**src/design/alqm_pkg.sv**
```systemverilog
// shared types and constants for the audio level quality meter
`default_nettype none

package alqm_pkg;

  localparam int unsigned WindowLengthDef = 256;

  localparam int unsigned MagW    = 15;
  localparam int unsigned SampleW = 16;
  localparam int unsigned RatioW  = 30;
  localparam int unsigned CountW  = 32;
  localparam int unsigned CfgIdxW = 2;
  localparam int unsigned CfgW    = 15;

  localparam int unsigned DivNumW = 30;
  localparam int unsigned DivDenW = 15;

  localparam logic [MagW-1:0] FullScale     = 15'd32767;
  localparam logic [MagW-1:0] NoiseReset    = 15'd32;
  localparam logic [MagW-1:0] OverloadReset = 15'd23200;
  localparam logic [MagW-1:0] DropoutReset  = 15'd100;

  localparam logic [CfgIdxW-1:0] RegOverload  = 2'd0;
  localparam logic [CfgIdxW-1:0] RegDropout   = 2'd1;
  localparam logic [CfgIdxW-1:0] RegSnrEnable = 2'd2;

  typedef struct packed {
    logic win_end;
    logic overload;
    logic clip;
    logic dropout;
  } stat_flags_t;

  typedef struct packed {
    logic               start;
    logic [DivNumW-1:0] dividend;
    logic [DivDenW-1:0] divisor;
  } div_req_t;

  typedef struct packed {
    logic               busy;
    logic               done;
    logic [DivNumW-1:0] quotient;
  } div_rsp_t;

  // value times full scale, as a shift and subtract
  function automatic logic [RatioW-1:0] times_full_scale(input logic [MagW-1:0] v);
    return {v, 15'd0} - {15'd0, v};
  endfunction

endpackage

`default_nettype wire

```
**src/design/audio_level_quality_meter.sv**
```systemverilog
// top level: config registers, window-end sequencer and result register
//
//  channel   direction  handshake                    payload
//  sample    in         in_valid_i / in_ready_o      sample_i
//  result    out        out_valid_o / out_ready_i    window_done_o .. dropout_total_o
//  config    in         cfg_we_i                     cfg_idx_i, cfg_wdata_i
//
// an item inside a window is accepted (statistics update), then its result is loaded
// a window-ending item steps through accept, mean square, crest start, crest divide,
//   noise floor, snr divide and result load
// zero mean square skips the crest divide, snr off or a zero floor skips the snr divide
// in_ready_o is high only in the idle state; a held result stalls the next load
// reset is asynchronous, active low; no clearing pass is needed
`default_nettype none

module audio_level_quality_meter import alqm_pkg::*; #(
  parameter int unsigned WINDOW_LENGTH = WindowLengthDef
) (
  input  wire logic                clk_i,
  input  wire logic                rst_ni,
  input  wire logic                cfg_we_i,
  input  wire logic [CfgIdxW-1:0]  cfg_idx_i,
  input  wire logic [CfgW-1:0]     cfg_wdata_i,
  input  wire logic                in_valid_i,
  output logic                     in_ready_o,
  input  wire logic [SampleW-1:0]  sample_i,
  output logic                     out_valid_o,
  input  wire logic                out_ready_i,
  output logic                     window_done_o,
  output logic                     overload_flag_o,
  output logic                     clip_flag_o,
  output logic                     dropout_flag_o,
  output logic [MagW-1:0]          peak_mag_o,
  output logic [MagW-1:0]          mean_square_o,
  output logic [RatioW-1:0]        crest_ratio_o,
  output logic [RatioW-1:0]        snr_ratio_o,
  output logic [MagW-1:0]          noise_level_o,
  output logic [CountW-1:0]        overload_total_o,
  output logic [CountW-1:0]        clip_total_o,
  output logic [CountW-1:0]        dropout_total_o
);

  localparam int unsigned PosW   = $clog2(WINDOW_LENGTH);
  localparam int unsigned SumW   = PosW + MagW;
  localparam int unsigned RecipW = SumW + 1;
  // rounded-up reciprocal of the window length, exact over the whole sum range
  localparam longint unsigned RecipFull =
    ((64'd1 << (SumW + PosW)) + 64'(WINDOW_LENGTH) - 64'd1) / 64'(WINDOW_LENGTH);
  localparam logic [RecipW-1:0] Recip = RecipW'(RecipFull);

  typedef enum logic [6:0] {
    S_IDLE  = 7'b0000001,
    S_EMIT  = 7'b0000010,
    S_MS    = 7'b0000100,
    S_CREST = 7'b0001000,
    S_NOISE = 7'b0010000,
    S_SNR   = 7'b0100000,
    S_OUT   = 7'b1000000
  } state_e;

  state_e            state_d, state_q;
  logic [MagW-1:0]   ovl_level_q, drp_level_q;
  logic              snr_en_q;
  logic [MagW-1:0]   ms_d, ms_q;
  logic [RatioW-1:0] crest_d, crest_q;
  logic [RatioW-1:0] snr_d, snr_q;
  logic [MagW-1:0]   nf_d, nf_q;
  logic [MagW-1:0]   nf_new;
  logic [SumW+RecipW-1:0] ms_prod;
  logic [MagW-1:0]   ms_calc;
  logic              accept;
  logic              out_free;
  logic              load;
  logic              out_valid_d, out_valid_q;

  stat_flags_t       flags;
  logic [MagW-1:0]   peak;
  logic [SumW-1:0]   sum;
  logic [CountW-1:0] ovl_total, clp_total, drp_total;
  div_req_t          div_req;
  div_rsp_t          div_rsp;

  assign in_ready_o = (state_q == S_IDLE);
  assign accept     = in_valid_i && in_ready_o;
  assign out_free   = !out_valid_q || out_ready_i;
  assign ms_prod    = sum * Recip;
  assign ms_calc    = ms_prod[SumW+PosW +: MagW];

  alqm_stats #(
    .WINDOW_LENGTH(WINDOW_LENGTH)
  ) u_stats (
    .clk_i            (clk_i),
    .rst_ni           (rst_ni),
    .step_i           (accept),
    .sample_i         (sample_i),
    .overload_level_i (ovl_level_q),
    .dropout_level_i  (drp_level_q),
    .flags_o          (flags),
    .peak_o           (peak),
    .sum_o            (sum),
    .overload_total_o (ovl_total),
    .clip_total_o     (clp_total),
    .dropout_total_o  (drp_total)
  );

  alqm_div u_div (
    .clk_i  (clk_i),
    .rst_ni (rst_ni),
    .req_i  (div_req),
    .rsp_o  (div_rsp)
  );

  always_ff @(posedge clk_i or negedge rst_ni) begin
    if (!rst_ni) begin
      ovl_level_q <= OverloadReset;
      drp_level_q <= DropoutReset;
      snr_en_q    <= 1'b1;
    end else if (cfg_we_i) begin
      unique case (cfg_idx_i)
        RegOverload:  ovl_level_q <= cfg_wdata_i[MagW-1:0];
        RegDropout:   drp_level_q <= cfg_wdata_i[MagW-1:0];
        RegSnrEnable: snr_en_q    <= cfg_wdata_i[0];
        default: ;
      endcase
    end
  end

  always_comb begin
    state_d = state_q;
    ms_d    = ms_q;
    crest_d = crest_q;
    snr_d   = snr_q;
    nf_d    = nf_q;
    load    = 1'b0;
    div_req = '0;
    nf_new  = (ms_q < nf_q) ? ms_q : nf_q + ((ms_q - nf_q) >> 4);

    unique case (state_q)
      S_IDLE: begin
        if (accept) begin
          state_d = S_EMIT;
        end
      end
      S_EMIT: begin
        if (flags.win_end) begin
          ms_d    = ms_calc;
          state_d = S_MS;
        end else if (out_free) begin
          load    = 1'b1;
          state_d = S_IDLE;
        end
      end
      S_MS: begin
        if (ms_q != '0) begin
          div_req.start    = 1'b1;
          div_req.dividend = times_full_scale(peak);
          div_req.divisor  = ms_q;
          state_d          = S_CREST;
        end else begin
          state_d = S_NOISE;
        end
      end
      S_CREST: begin
        if (div_rsp.done) begin
          crest_d = div_rsp.quotient[RatioW-1:0];
          state_d = S_NOISE;
        end
      end
      S_NOISE: begin
        if (snr_en_q) begin
          nf_d = nf_new;
          if (nf_new != '0) begin
            div_req.start    = 1'b1;
            div_req.dividend = times_full_scale(ms_q);
            div_req.divisor  = nf_new;
            state_d          = S_SNR;
          end else begin
            state_d = S_OUT;
          end
        end else begin
          state_d = S_OUT;
        end
      end
      S_SNR: begin
        if (div_rsp.done) begin
          snr_d   = div_rsp.quotient[RatioW-1:0];
          state_d = S_OUT;
        end
      end
      S_OUT: begin
        if (out_free) begin
          load    = 1'b1;
          state_d = S_IDLE;
        end
      end
      default: state_d = S_IDLE;
    endcase

    out_valid_d = load ? 1'b1 : (out_ready_i ? 1'b0 : out_valid_q);
  end

  always_ff @(posedge clk_i or negedge rst_ni) begin
    if (!rst_ni) begin
      state_q     <= S_IDLE;
      ms_q        <= '0;
      crest_q     <= '0;
      snr_q       <= '0;
      nf_q        <= NoiseReset;
      out_valid_q <= 1'b0;
    end else begin
      state_q     <= state_d;
      ms_q        <= ms_d;
      crest_q     <= crest_d;
      snr_q       <= snr_d;
      nf_q        <= nf_d;
      out_valid_q <= out_valid_d;
    end
  end

  always_ff @(posedge clk_i) begin
    if (load) begin
      window_done_o    <= flags.win_end;
      overload_flag_o  <= flags.overload;
      clip_flag_o      <= flags.clip;
      dropout_flag_o   <= flags.dropout;
      peak_mag_o       <= peak;
      mean_square_o    <= ms_q;
      crest_ratio_o    <= crest_q;
      snr_ratio_o      <= snr_q;
      noise_level_o    <= nf_q;
      overload_total_o <= ovl_total;
      clip_total_o     <= clp_total;
      dropout_total_o  <= drp_total;
    end
  end

  assign out_valid_o = out_valid_q;

  a_idle_div_free: assert property (@(posedge clk_i) disable iff (!rst_ni)
    (state_q == S_IDLE) |-> !div_rsp.busy)
    else $error("divider busy while idle");

  a_done_in_wait: assert property (@(posedge clk_i) disable iff (!rst_ni)
    div_rsp.done |-> (state_q == S_CREST || state_q == S_SNR))
    else $error("divider result outside a wait state");

  a_accept_emit: assert property (@(posedge clk_i) disable iff (!rst_ni)
    accept |=> (state_q == S_EMIT))
    else $error("accepted item not followed by emit");

  a_window_divides: assert property (@(posedge clk_i) disable iff (!rst_ni)
    (state_q == S_EMIT && flags.win_end) |=> (state_q == S_MS && !div_rsp.busy))
    else $error("window end did not reach the mean square step");

  a_load_slot_free: assert property (@(posedge clk_i) disable iff (!rst_ni)
    load |-> out_free)
    else $error("result loaded over a pending result");

endmodule

`default_nettype wire

```
**src/design/alqm_stats.sv**
```systemverilog
// per-item statistics: magnitude, flags, saturating counters, window peak and sum
`default_nettype none

module alqm_stats import alqm_pkg::*; #(
  parameter int unsigned WINDOW_LENGTH = WindowLengthDef
) (
  input  wire logic                  clk_i,
  input  wire logic                  rst_ni,
  input  wire logic                  step_i,
  input  wire logic [SampleW-1:0]    sample_i,
  input  wire logic [MagW-1:0]       overload_level_i,
  input  wire logic [MagW-1:0]       dropout_level_i,
  output stat_flags_t                flags_o,
  output logic [MagW-1:0]            peak_o,
  output logic [$clog2(WINDOW_LENGTH)+MagW-1:0] sum_o,
  output logic [CountW-1:0]          overload_total_o,
  output logic [CountW-1:0]          clip_total_o,
  output logic [CountW-1:0]          dropout_total_o
);

  localparam int unsigned PosW = $clog2(WINDOW_LENGTH);
  localparam int unsigned SumW = PosW + MagW;
  localparam logic [PosW-1:0] LastPos = PosW'(WINDOW_LENGTH - 1);

  logic [SampleW-1:0] neg_w;
  logic [MagW-1:0]    mag;
  logic [2*MagW-1:0]  prod;
  logic [MagW-1:0]    sq;
  logic [MagW-1:0]    peak_base;
  logic [SumW-1:0]    sum_base;
  stat_flags_t        flags_d, flags_q;
  logic [MagW-1:0]    peak_d, peak_q;
  logic [SumW-1:0]    sum_d, sum_q;
  logic [PosW-1:0]    pos_d, pos_q;
  logic               restart_d, restart_q;
  logic [CountW-1:0]  ovl_cnt_d, ovl_cnt_q;
  logic [CountW-1:0]  clp_cnt_d, clp_cnt_q;
  logic [CountW-1:0]  drp_cnt_d, drp_cnt_q;

  always_comb begin
    neg_w = (~sample_i) + 16'd1;
    if (!sample_i[SampleW-1]) begin
      mag = sample_i[MagW-1:0];
    end else if (neg_w[SampleW-1]) begin
      mag = FullScale;
    end else begin
      mag = neg_w[MagW-1:0];
    end
    prod = mag * mag;
    sq   = prod[2*MagW-1:MagW];

    peak_base = restart_q ? '0 : peak_q;
    sum_base  = restart_q ? '0 : sum_q;

    flags_d.overload = (mag > overload_level_i);
    flags_d.clip     = (mag >= FullScale);
    flags_d.dropout  = (mag < dropout_level_i);
    flags_d.win_end  = (pos_q == LastPos);

    peak_d    = (mag > peak_base) ? mag : peak_base;
    sum_d     = sum_base + SumW'(sq);
    pos_d     = flags_d.win_end ? '0 : pos_q + 1'b1;
    restart_d = flags_d.win_end;

    ovl_cnt_d = ovl_cnt_q + CountW'(flags_d.overload && (ovl_cnt_q != '1));
    clp_cnt_d = clp_cnt_q + CountW'(flags_d.clip && (clp_cnt_q != '1));
    drp_cnt_d = drp_cnt_q + CountW'(flags_d.dropout && (drp_cnt_q != '1));
  end

  always_ff @(posedge clk_i or negedge rst_ni) begin
    if (!rst_ni) begin
      flags_q   <= '0;
      peak_q    <= '0;
      sum_q     <= '0;
      pos_q     <= '0;
      restart_q <= 1'b0;
      ovl_cnt_q <= '0;
      clp_cnt_q <= '0;
      drp_cnt_q <= '0;
    end else if (step_i) begin
      flags_q   <= flags_d;
      peak_q    <= peak_d;
      sum_q     <= sum_d;
      pos_q     <= pos_d;
      restart_q <= restart_d;
      ovl_cnt_q <= ovl_cnt_d;
      clp_cnt_q <= clp_cnt_d;
      drp_cnt_q <= drp_cnt_d;
    end
  end

  assign flags_o          = flags_q;
  assign peak_o           = peak_q;
  assign sum_o            = sum_q;
  assign overload_total_o = ovl_cnt_q;
  assign clip_total_o     = clp_cnt_q;
  assign dropout_total_o  = drp_cnt_q;

  a_pos_wraps: assert property (@(posedge clk_i) disable iff (!rst_ni)
    (step_i && pos_q == LastPos) |=> (pos_q == '0 && restart_q))
    else $error("window position did not wrap at window end");

  a_peak_covers_clip: assert property (@(posedge clk_i) disable iff (!rst_ni)
    (step_i && flags_d.clip) |=> (peak_q == FullScale))
    else $error("clipped item not reflected in window peak");

  a_sat_counter: assert property (@(posedge clk_i) disable iff (!rst_ni)
    (ovl_cnt_q == '1) |=> (ovl_cnt_q == '1))
    else $error("overload counter left saturation");

endmodule

`default_nettype wire

```
**src/design/alqm_div.sv**
```systemverilog
// shared restoring divider, one quotient bit per cycle
`default_nettype none

module alqm_div import alqm_pkg::*; (
  input  wire logic clk_i,
  input  wire logic rst_ni,
  input  div_req_t  req_i,
  output div_rsp_t  rsp_o
);

  localparam int unsigned CntW = $clog2(DivNumW + 1);
  localparam logic [CntW-1:0] Steps = CntW'(DivNumW);

  logic               busy_d, busy_q;
  logic               done_d, done_q;
  logic [CntW-1:0]    cnt_d, cnt_q;
  logic [DivNumW-1:0] num_d, num_q;
  logic [DivDenW:0]   rem_d, rem_q;
  logic [DivDenW-1:0] den_d, den_q;
  logic [DivDenW:0]   rem_shift;
  logic [DivDenW+1:0] diff;

  always_comb begin
    busy_d    = busy_q;
    done_d    = 1'b0;
    cnt_d     = cnt_q;
    num_d     = num_q;
    rem_d     = rem_q;
    den_d     = den_q;
    rem_shift = {rem_q[DivDenW-1:0], num_q[DivNumW-1]};
    diff      = {1'b0, rem_shift} - {2'b00, den_q};
    if (busy_q) begin
      if (diff[DivDenW+1]) begin
        rem_d = rem_shift;
        num_d = {num_q[DivNumW-2:0], 1'b0};
      end else begin
        rem_d = diff[DivDenW:0];
        num_d = {num_q[DivNumW-2:0], 1'b1};
      end
      cnt_d = cnt_q - 1'b1;
      if (cnt_q == CntW'(1)) begin
        busy_d = 1'b0;
        done_d = 1'b1;
      end
    end else if (req_i.start) begin
      busy_d = 1'b1;
      cnt_d  = Steps;
      num_d  = req_i.dividend;
      rem_d  = '0;
      den_d  = req_i.divisor;
    end
  end

  always_ff @(posedge clk_i or negedge rst_ni) begin
    if (!rst_ni) begin
      busy_q <= 1'b0;
      done_q <= 1'b0;
      cnt_q  <= '0;
    end else begin
      busy_q <= busy_d;
      done_q <= done_d;
      cnt_q  <= cnt_d;
    end
  end

  always_ff @(posedge clk_i) begin
    num_q <= num_d;
    rem_q <= rem_d;
    den_q <= den_d;
  end

  assign rsp_o.busy     = busy_q;
  assign rsp_o.done     = done_q;
  assign rsp_o.quotient = num_q;

  a_no_start_busy: assert property (@(posedge clk_i) disable iff (!rst_ni)
    req_i.start |-> !busy_q)
    else $error("divide started while busy");

  a_nonzero_divisor: assert property (@(posedge clk_i) disable iff (!rst_ni)
    req_i.start |-> (req_i.divisor != '0))
    else $error("divide by zero requested");

  a_done_after_busy: assert property (@(posedge clk_i) disable iff (!rst_ni)
    done_q |-> $past(busy_q))
    else $error("divide done without running");

endmodule

`default_nettype wire

```
**config.mk**
```make
export PLATFORM = sky130hd
export DESIGN_NAME = audio_level_quality_meter
export DESIGN_NICKNAME = d
export VERILOG_FILES = /design/src/design/alqm_pkg.sv /design/src/design/audio_level_quality_meter.sv /design/src/design/alqm_stats.sv /design/src/design/alqm_div.sv
export SDC_FILE = /design/constraint.sdc
export NUM_CORES = 1
export LEC_CHECK = 0
export BUFFER_PORTS_ARGS = -buffer_cell sky130_fd_sc_hd__buf_2
export CORE_ASPECT_RATIO = 0.9
export CORE_MARGIN = 3
export CORE_UTILIZATION = 40
export DETAILED_ROUTE_END_ITERATION = 8
export PLACE_DENSITY = 0.58
export SLEW_MARGIN = 40
export SYNTH_ARGS = -nofsm -noshare
export SYNTH_HDL_FRONTEND = slang
export SYNTH_SLANG_ARGS = --single-unit
```
**constraint.sdc**
```tcl
create_clock -name clk_i -period 10.4 [get_ports clk_i]
set_clock_uncertainty 0.15 [all_clocks]
set_input_delay 1.56 -clock clk_i [delete_from_list [all_inputs] [get_ports clk_i]]
set_output_delay 1.56 -clock clk_i [all_outputs]
set_load 0.05 [all_outputs]
```
After elaboration in Yosys (flattened, before gate mapping)
Cells that the tools add are included.
{ "totals": {"wordCells": 132, "input_bits": 38, "register_bits": 547} }
{ "op_classes": {"mul": 1, "reduce_logical": 20, "eq_ne": 17, "bitwise_logic": 2, "n_addsub": 12, "order_cmp": 5, "mux": 38} }
{ "ops": {"columns": ["cell", "count"], "rows": [
  ["$mux 46", 3],
  ["$mux 15", 8],
  ["$add 32x1->32", 3],
  ["$ne 32x32->1 const B", 3],
  ["$pmux 46 s2", 1],
  ["$mux 30", 2],
  ["$sub 30x15->30", 2],
  ["$mux 7", 7],
  ["$pmux 7 s7", 1],
  ["$gt 15x15->1", 2],
  ["$lt 15x15->1", 2],
  ["$mul 15x15->30", 1],
  ["$reduce_bool 15->1", 2],
  ["$add 23x15->23", 1],
  ["$mux 23", 1],
  ["$sub 16x15->17", 1],
  ["$add 16x1->16 const B", 1],
  ["$not 16->16", 1],
  ["$reduce_and 2->1", 8],
  ["$add 15x11->15", 1],
  ["$ge 15x15->1 const B", 1],
  ["$mux 5", 3],
  ["$sub 15x15->15", 1],
  ["$mux 1", 10],
  ["other kinds (23)", 29]
]} }

Longest topological paths before layout
Gate-level depths: netlist of the first run.
{ "depth": {"word_depth": 9, "ltp_mapped": 44} }

Cells and area by module
Synthesis of the first run repeated with hierarchy kept, for this count alone.
{ "hier_totals": {"hier_cells": 2806, "area_unflattened_um2": 31983.2} }
{ "modules_own_cells": {"columns": ["mod", "seq_area_each_um2", "area_per_inst_um2", "n_inst", "cells_each"], "rows": [
  ["alqm_stats", 3653.5, 14401.3, 1, 1511],
  ["audio_level_quality_meter", 9399.0, 14007.2, 1, 998],
  ["alqm_div", 1976.9, 3574.7, 1, 297]
]} }

Worst setup path before layout of the first run
No wires, ideal clock.
{ "synth_path": {"path_kind": "in2reg", "from": "input sample_i[7]", "to": "register u_stats.sum_q[18], in the netlist u_stats.sum_o[18]", "path_buffers": 2, "t_arrival_ns": 11.004, "path_stages": 40, "setup_slack_ns": -0.888, "required_ns": 10.116, "path_cell_list": "or4_4 > or3_1 > nor2_1 > nand2_1 > and2_1 > clkbuf_1 > inv_1 > clkbuf_1 > nand2_1 > fa_1 > fa_1 > inv_1 > fa_1 > fa_1 > fa_1 > inv_1 > fa_1 > inv_1 > (+4 left out) > a31o_2 > a21boi_0 > o21a_1 > o21a_1 > o21a_1 > nor2_1 > xnor2_1 > ha_1 > a21o_1 > a21o_1 > a2111oi_2 > nor4_1 > a2111oi_2 > a21oi_1 > a211o_1 > and4_1 > o21ai_0 > o21ai_0"} }
{ "synth_via": {"elab_chain_len": 6} }
{ "synth_lines": {"columns": ["element", "line_no", "source"], "rows": [
  ["start: declaration", "audio_level_quality_meter.sv:26", "input wire logic [SampleW-1:0] sample_i,"],
  ["$not 16->16", "alqm_stats.sv:41", "neg_w = (~sample_i) + 16'd1;"],
  ["$add 16x1->16", "alqm_stats.sv:41", null],
  ["$mux 15", "alqm_stats.sv:44", "end else if (neg_w[SampleW-1]) begin"],
  ["$mux 15 (*)", "alqm_stats.sv:42", "if (!sample_i[SampleW-1]) begin"],
  ["$mul 15x15->30 (*)", "alqm_stats.sv:49", "prod = mag * mag;"],
  ["$add 23x15->23 (*)", "alqm_stats.sv:61", "sum_d = sum_base + SumW'(sq);"],
  ["end signal: assignment", "alqm_stats.sv:83", "sum_q <= sum_d;"],
  ["end: declaration", "alqm_stats.sv:33", "logic [SumW-1:0] sum_d, sum_q;"]
]} }
Every way passes the cells marked *; elsewhere a longest branch is shown, timed or not.
A chain may end at the register's enable or synchronous reset.

Worst setup path after layout of the first run
{ "layout_path": {"from": "input sample_i[9]", "to": "register u_stats.sum_q[18], in the netlist u_stats.sum_o[18]"} }
Same word-level chain as after synthesis.

==> results of run 1 <==
[through the flow]
| step | cells | setup slack (ps) | hold WS, ps |
|---|---|---|---|
| floorplan | 2815 | -59.8 | 269 |
| detailed placement | 4188 | -565 | 280 |
| finish | 4311 | 250 | 292 |
| CTS | 4299 | 49.9 | 294 |
| global route | 4310 | -46.5 | 306 |
| global placement | 4181 | -476 | 277 |
[final timing paths]
kind                       slack, ps  cells past startpoint                                        to
min                              290                      0                  snr_ratio_o[9]$_DFFE_PP_
max reg2reg                     3830                     23                u_div.cnt_q[3]$_DFFE_PN0P_
max in group asynchronous       7620                      3  u_stats.overload_total_o[26]$_DFFE_PN0P_
max                              250                     36             u_stats.sum_o[18]$_DFFE_PN0P_
min reg2reg                      290                      0                  snr_ratio_o[9]$_DFFE_PP_
min in group asynchronous        730                      1                     snr_q[28]$_DFFE_PN0P_
[layout by cell type (no fill, tap or decap), drive strengths merged, types with 7 or more instances in the layout]
cell	count
nor3b	7
o21a	24
or3	20
nand2	300
nand2b	24
mux2i	27
a31o	7
clkbuf	83
and3	25
a22o	30
xor2	66
a211oi	12
a21oi	72
mux2	78
buf	444
or4	8
dfstp	12
nor4	16
edfxtp	265
a31oi	10
o21ai	142
a22oi	13
nor2	200
nor2b	36
o31ai	10
and2	21
nand3	56
nor3	58
nand4	39
o211ai	7
fa	142
ha	196
clkinv	24
a2111oi	7
inv	292
a21o	31
dfrtp	270
xnor2	135
[sequential cells by signal, summed over array words and instances (netlist names), 8 cells and up]
signal,count
u_stats.clip_total_o,32
ovl_level_q,15
clip_total_o,32
ms_q,15
u_div.num_q,30
u_stats.peak_o,15
dropout_total_o,32
peak_mag_o,15
u_stats.sum_o,23
snr_q,30
drp_level_q,15
mean_square_o,15
snr_ratio_o,30
crest_ratio_o,30
u_stats.pos_q,8
u_stats.dropout_total_o,32
noise_level_o,15
nf_q,15
overload_total_o,32
crest_q,30
u_stats.overload_total_o,32
u_div.rem_q,15
u_div.den_q,15
[layout make-up]
type	instances	share of cell area, %
multi-input combinational	1883	40.8
sequential	547	40.1
timing repair buffer	444	7.59
clock buffer	83	4.36
tap	1029	3.43
inverter	295	3.02
clock inverter	28	0.681
antenna	2	0.0133
[timing repair]
item	in CTS	in global routing
gates resized for setup	0	81
buffers inserted	0	9
endpoints found under the setup margin	0	11
hold buffers	0	0
endpoints found under the hold margin	0	0
[per-layer routing]
metal | part of all wire [%] | GRT usage [%] | up-vias
li1 | - | - | 10500
met1 | 47 | 27.9 | 11100
met2 | 45 | 30.4 | 563
met3 | 5.2 | 2.78 | 125
met4 | 2.7 | 5.41 | 0
met5 | 0 | 0 | -
[cell families after synthesis]
logic type / Yosys count
AO/OA/AOI/OAI: 410
XOR/XNOR: 201
adder cells (fa/ha/maj): 338
buffers and inverters: 386
flip-flops: 547
multiplexers: 105
AND/OR/NAND/NOR: 828
[critical path: cells and delay by family]
kind / cells / cell delay, ps
xor gates and xnor gates: 1 / 80
adders and majority gates: 8 / 3530
AOI/OAI and AO/OA: 12 / 2520
and+or+nand+nor: 9 / 2230
buffers and inverters: 6 / 570
==> qor.yml, run 1 <==
run_status:
  status: "finished clean"
critical_path:
  r2r_start: "ms_q[2]$_DFFE_PN0P_"
  slowest_delay_ps: 540
  slowest_stage: "fa_1"
  critPathCaptureType: "flip-flop"
  path_max_fanout: 6
  required_ps: 10750
  startpoint: "sample_i[9]"
  worst_setup_path_start_kind: "input pin"
  crit_path_frequent_cell: "fa_1"
  arrival_ps: 10500
  critPathKind: "input pin to flip-flop"
placement:
  dp_hpwl_um: 59900
  gp_congestion: 0.913
  place_area_um2: 35300
  io_buffers: 244
layout:
  multiInputGateArea_um2: 15300
  final_area_um2: 37500
  fin_nets: 3606
  layout-area-overhead-vs-synth_pct: 19.7
  seq_area_um2: 15000
  utilization_pct: 48.8
  drive_gt1_share_pct: 23.0
  fill_cells: 7002
timing:
  setup_violations: 0
  relSlewSlack_pct: 50.5
  period_share_pct: 97.6
  worst_pin_slew_ps: 741
  setup-tns-final_ps: 0
  max_freq_mhz: 98.5
  min_period_ps: 10150
  hold_violations: 0
  finalMaxSlewViolations: 0
synth:
  ys_ff_latch: 547
  synth_top_family_by_area: "adder cells"
  yosys_warnings: 0
  synth_commonest_cells: "299 x nand2_1, 289 x inv_1, 270 x dfrtp_1"
  synth_most_common_cell: "nand2_1"
  synth-edff-count: 265
  synth_top_area_share_pct: 25.4
  avgSynthCellArea_um2: 11.1
  synth_xor_area_share_pct: 5.62
  async_flop_share_pct: 51.6
  yosys-top-cells-area: "edfxtp_1 25%, dfrtp_1 22%, fa_1 9.1%"
  synth_cells: 2815
  synth.distinct_cells: 88
  yosysTopAreaCell: "edfxtp_1"
  synthMuxAreaShare_pct: 3.67
  synth_compound_area_share_pct: 8.58
  yosys.area_share.simple_pct: 12.6
  synth_seq_area_share_pct: 48.0
  synth_area_um2: 31300
  ys.flop_type: "dfrtp_1"
  synthesis.nets: 3191
  synthAdderAreaFrac_pct: 16.9
run:
  maxCapViolCount: 0
clock_tree:
  cts_tree: "yes"
  cts_sinks: 547
  htreeDepth: 2
  clockRootBuffer: "clkbuf_16"
  clockBufferDepth: 3
  cts_buffers: 59
  cts.clk_slew.worst_paths_ps: 60
  clock_latency_ps: 630
route:
  ant_nets: 0
  drc: 0
  finalWirelength_um: 79200
  drt-initial-drc-count: 1360
  vias: 22300
  wl_per_cell_um: 18.4
  routed_via_density: 5.18
  drt_pass1_iterations: 5
floorplan:
  row_count: 96
  die_width_um: 301
  core_um2: 76900
  fp.dieH_um: 272
  design.die.area_um2: 81700
  io-pin-count: 245
  initial_core_util_pct: 40.8
global_routing:
  antenna_found_initial: 6
  grt_max_degree: 96
  grt.overflow.total: 0
  grt_pass1_vias: 22700
  grt_pass1_wl_um: 126000
  grtUsageTotal_pct: 19.3
worst_hold_path:
  hold_path_startpoint: "snr_q[9]$_DFFE_PN0P_"
  hold_class: "flip-flop to flip-flop"
Power of run 1 is left out: the tool's default activity adds up to more than one toggle a clock period on the data nets, which glitch-free logic cannot reach.
==> run 2, diff against run 1 <==
- REMOVE_ABC_BUFFERS: not set -> 1
==> run 2 against run 1 <==
  * Register-to-register slack got worse by 60 ps
  * Sequential share of layout area decreased by 0.48 points
  * Utilization rose by 0.59 points
  * Die area unchanged
  * Sequential cell count is the same
  * First-iteration DRC count decreased by 3.2%
  * Worst setup slack got worse by 120 ps
  * Final area rose by 1.2%
  * Count of clock-buffer cells in the layout fell by 5
  * Non-clock buffer count grew 20
  * Cell count up 0.39%
  * Worst hold slack lost 32 ps
  * Critical endpoint is now u_stats.sum_o[22]$_DFFE_PN0P_
==> qor.yml, run 2 (synthesis results as in run 1) <==
run_status:
  status: "finished clean"
critical_path:
  path_delay_family: "adder cells"
  reg2reg_depth: 21  # -8.7%
  slowest_delay_ps: 550  # about the same
  critPathCaptureType: "flip-flop"
  required_ps: 10760  # about the same
  path_buf_inv: 7  # +1
  crit_path_frequent_cell: "fa_1"
  path_max_fanout: 5  # -1
  arrival_ps: 10630  # +130 ps
  crit_cells: 40  # +11%
  r2r_start: "ms_q[2]$_DFFE_PN0P_"
  startpoint: "sample_i[9]"
  critPathKind: "input pin to flip-flop"
  worst_setup_path_start_kind: "input pin"
  slowest_stage: "or4_4"
route:
  drc: 0  # unchanged
  finalWirelength_um: 81100  # +2.4%
  wl_per_cell_um: 18.7  # +2.0%
  vias: 22300  # -0.085%
  routed_via_density: 5.15  # -0.48%
  drt-initial-drc-count: 1316  # -3.2%
  drt_pass1_iterations: 5  # unchanged
  ant_nets: 0  # unchanged
layout:
  fin_nets: 3624  # +0.50%
  final_area_um2: 38000  # +1.2%
  layout-area-overhead-vs-synth_pct: 21.1
  mostFrequentLayoutCells: "278 x nand2_1, 272 x inv_1, 270 x dfrtp_1"
  layout_commonest_cell: "nand2_1"
  layout.cells.non_filler: 4328  # +0.39%
  fill_cells: 6926  # -1.1%
  drive_gt1_share_pct: 24.4  # +1.4 points
timing:
  worst_pin_slew_ps: 828  # +87.4 ps
  finalMaxSlewViolations: 0  # unchanged
  holdWs_ps: 261  # -31.5 ps
  min_period_ps: 10270  # +120 ps
  hold_violations: 0  # unchanged
  relSlewSlack_pct: 44.4  # -6.2 points
  period_share_pct: 98.8  # +1.2 points
  rsz0062_at_grt: "true"
  max_freq_mhz: 97.4  # -1.2%
  setup_violations: 0  # unchanged
floorplan:
  io-pin-count: 245  # unchanged
  fp.dieH_um: 272  # unchanged
  initial_core_util_pct: 40.8  # unchanged
  die_width_um: 301  # unchanged
  core_um2: 76900  # unchanged
  design.die.area_um2: 81700  # unchanged
  row_count: 96  # unchanged
global_routing:
  grt_pass1_wl_um: 128000  # +2.0%
  antenna_found_initial: 5  # -1
  grt.overflow.total: 0  # unchanged
  grtUsageTotal_pct: 19.8  # +0.48 points
  grt_pass1_vias: 22800  # +0.53%
  grt_max_degree: 86  # -10%
placement:
  dp_hpwl_um: 61000  # +1.8%
  place_area_um2: 35100  # -0.32%
  io_buffers: 244  # unchanged
  gp_congestion: 0.895  # -1.9%
  dp_cells: 4198  # +0.24%
clock_tree:
  cts_buffers: 58  # -1.7%
  htreeDepth: 2  # unchanged
  clockBufferDepth: 3  # unchanged
  cts_tree: "yes"
  cts.clk_slew.worst_paths_ps: 60  # about the same
  clock_latency_ps: 630  # about the same
  clockRootBuffer: "clkbuf_16"
  cts_sinks: 547  # unchanged
worst_hold_path:
  hold_path_startpoint: "u_stats.flags_o[1]$_DFFE_PN0P_"
  hold_depth: 0  # unchanged
  hold_class: "flip-flop to flip-flop"
run:
  maxCapViolCount: 0  # unchanged
## run 2: changes by cell type in the layout (fill, tap and decap cells not counted), sizes merged
cell and change:
buf +20, bufinv +4, nand2 -1, diode -1, inv +3, clkinvlp +1
clkbuf -5, clkinv -4
## run 2: metrics by stage
stage	util [%]	setup WS, ps	setup TNS, ps
3_3_place_gp	45.5	-985	-8560
5_1_grt	49.4	-208	-970
6_report	49.4	129	0
4_1_cts	48.5	1.05	0
3_5_place_dp	45.7	-1100	-10600
2_1_floorplan	-	-784	-143550
## run 2: worst paths after layout
| check | end | slack (ps) |
|---|---|---|
| worst max register to register | u_div.rem_q[14]$_SDFFCE_PN0P_ | 3770 |
| worst max-delay path | u_stats.sum_o[22]$_DFFE_PN0P_ | 130 |
| worst min-delay path | clip_flag_o$_DFFE_PP_ | 260 |
| max in group asynchronous | u_stats.overload_total_o[25]$_DFFE_PN0P_ | 7510 |
| min in group asynchronous | crest_q[29]$_DFFE_PN0P_ | 670 |
| worst min register to register | clip_flag_o$_DFFE_PP_ | 260 |
## run 2: timing repair
action / 4_1_cts / 5_1_grt
endpoints found under the setup margin: 10 / 12
buffers inserted: 0 / 19
resized for setup: 19 / 155
hold buffers: 0 / 0
pin swaps: 2 / 94
## run 2: cell type report
type                    count  area, µm²  area share [%]
diodes                      1       2.50         0.00659
clock inverters            32        395            1.04
flip-flops and latches    547      15000            39.6
well taps                1029       1290            3.39
multi-input cells        1882      15400            40.6
clock buffers              78       1650            4.35
repair buffers            464       3080            8.12
inverters                 295       1110            2.94
## run 2: worst reg2reg max path: cells and delay by family, from the launching register on
kind	cells	cell delay (ps)
AO/OA/AOI/OAI	8	2620
AND/OR/NAND/NOR	8	1490
buffers and inverters	2	650
adder cells (fa/ha/maj)	2	620
flip-flops	1	570
XOR/XNOR	1	150
## run 2: metal layers
metal  global-route usage, %  share of wire, %  up-vias
met2                    31.6                46      532
met5                       0                 0        -
met3                    2.52               5.1      119
li1                        -                 -    10600
met1                    28.6                46    11100
met4                    5.21               2.2        0
Power of run 2 is left out for the same reason.
==> run 3, diff against run 2 <==
- CORE_UTILIZATION: 40 -> 35
- PLACE_DENSITY: 0.58 -> 0.52
==> run 3 against run 2 <==
  * Utilization decreased by 5.9 points
  * Worst setup slack lost 15 ps
  * Global-route usage shrank 1.7 points
  * Die area up 14%
  * Count of clock-buffer cells in the layout rose by 15
  * First-iteration DRC count is 3.8% higher
  * Register-to-register slack improved by 220 ps
==> qor.yml, run 3 (synthesis results as in run 1) <==
route:
  drt_pass1_iterations: 5  # unchanged
  vias: 22200  # -0.25%
  routed_via_density: 4.96  # -3.7%
  finalWirelength_um: 84200  # +3.8%
  drc: 0  # unchanged
  ant_nets: 0  # unchanged
  wl_per_cell_um: 18.8  # +0.25%
  drt-initial-drc-count: 1366  # +3.8%
timing:
  period_share_pct: 98.9  # +0.15 points
  min_period_ps: 10290  # +15.4 ps
  setup_violations: 0  # unchanged
  rsz0062_at_grt: "true"
  worst_pin_slew_ps: 869  # +41.5 ps
  finalMaxSlewViolations: 0  # unchanged
  relSlewSlack_pct: 41.9  # -2.5 points
  worst_slack_ps: 114  # -15.4 ps
  max_freq_mhz: 97.2  # -0.15%
  hold_violations: 0  # unchanged
floorplan:
  design.die.area_um2: 93100  # +14%
  initial_core_util_pct: 35.5  # -5.3 points
  row_count: 103  # +7.3%
  io-pin-count: 245  # unchanged
  fp.dieH_um: 290  # +6.8%
  die_width_um: 321  # +6.8%
  core_um2: 88300  # +15%
critical_path:
  worst_setup_path_start_kind: "input pin"
  critPathCaptureType: "flip-flop"
  slowest_stage: "fa_1"
  arrival_ps: 10630  # about the same
  crit_path_frequent_cell: "fa_1"
  slowest_delay_ps: 550  # about the same
  path_max_fanout: 5  # unchanged
  critPathKind: "input pin to flip-flop"
  required_ps: 10740  # -20 ps
worst_hold_path:
  hold_class: "flip-flop to flip-flop"
placement:
  dp_hpwl_um: 63100  # +3.4%
  gp_congestion: 0.872  # -2.5%
  dp_slack_ps: -1060  # +31.7 ps
  io_buffers: 244  # unchanged
run:
  maxCapViolCount: 0  # unchanged
layout:
  drive_gt1_share_pct: 24.4  # -0.025 points
  layout_commonest_cell: "nand2_1"
  multiInputGateArea_um2: 15400  # about the same
  layout-area-overhead-vs-synth_pct: 22.5
  seq_area_um2: 15000  # unchanged
  mostFrequentLayoutCells: "284 x nand2_1, 276 x inv_1, 270 x dfrtp_1"
  fill_cells: 8330  # +20%
  fin_nets: 3647  # +0.63%
clock_tree:
  htreeDepth: 3  # +1
  cts-hold-fix-buffers: 0  # unchanged
  cts_buffers: 67  # +16%
  cts_sinks: 547  # unchanged
  cts.clk_slew.worst_paths_ps: 60  # about the same
  clockBufferDepth: 3  # unchanged
  cts_tree: "yes"
  clock_latency_ps: 630  # about the same
  clockRootBuffer: "clkbuf_16"
global_routing:
  grtUsageTotal_pct: 18.1  # -1.7 points
  grt_pass1_vias: 23400  # +2.6%
  grt.overflow.total: 0  # unchanged
  grt_max_degree: 96  # +12%
  grt_pass1_wl_um: 134000  # +4.4%
  antenna_found_initial: 5  # unchanged
run_status:
  status: "finished clean"
## run 3: per-stage QoR
stage | TNS, ps | cell area, µm² | utilization (%) | cells | hold slack (ps)
after detailed placement | -9800 | 35300 | 40.0 | 4331 | 281
final | 0 | 38400 | 43.5 | 4482 | 281
after CTS | -28.6 | 37700 | 42.7 | 4457 | 291
after global routing | -1830 | 38400 | 43.5 | 4481 | 302
after floorplan | -143550 | 31000 | - | 2724 | 269
after global placement | -10070 | 35200 | 39.9 | 4330 | 279
## run 3: worst paths after layout
check                      cells past startpoint  slack [ps]                       endpoint                  from
setup / recovery                              41         110  u_stats.sum_o[18]$_DFFE_PN0P_           sample_i[7]
hold / removal                                 0         280       snr_ratio_o[1]$_DFFE_PP_  snr_q[1]$_DFFE_PN0P_
setup reg to reg                              23        3990     u_div.cnt_q[3]$_DFFE_PN0P_   ms_q[0]$_DFFE_PN0P_
hold reg to reg                                0         280       snr_ratio_o[1]$_DFFE_PP_  snr_q[1]$_DFFE_PN0P_
max in group asynchronous                      3        7710     ovl_level_q[3]$_DFFE_PN0P_                rst_ni
min in group asynchronous                      1         760        crest_q[29]$_DFFE_PN0P_                rst_ni
## run 3: cell type report
type                            count  area share (%)
Multi-Input combinational cell   1883            40.1
Sequential cell                   547            39.1
Timing Repair Buffer              477            8.15
Clock buffer                       93            4.86
Tap cell                         1155            3.76
Inverter                          295            2.90
Clock inverter                     31            1.10
Antenna cell                        1         0.00652
## run 3: routing by layer
layer	track usage, %	vias up	routed length [µm]
li1	-	10600	-
met3	2.46	128	3270
met5	0	-	13
met4	4.72	2	1890
met2	29.5	457	39500
met1	25.5	11000	39600
## run 3: what timing repair did
action / 4_1_cts / 5_1_grt
pin swaps: 9 / 68
endpoints found under the setup margin: 10 / 12
gates resized for setup: 22 / 141
buffers inserted: 2 / 21
gates cloned: 0 / 1
## run 3: critical path, delay by kind of cell
family          cells  cell delay (ps)
simple gates        8             1560
xor+xnor            1              130
fa+ha+maj           8             3590
buf+inv             7              550
compound gates     17             3220
Power of run 3 is left out for the same reason.
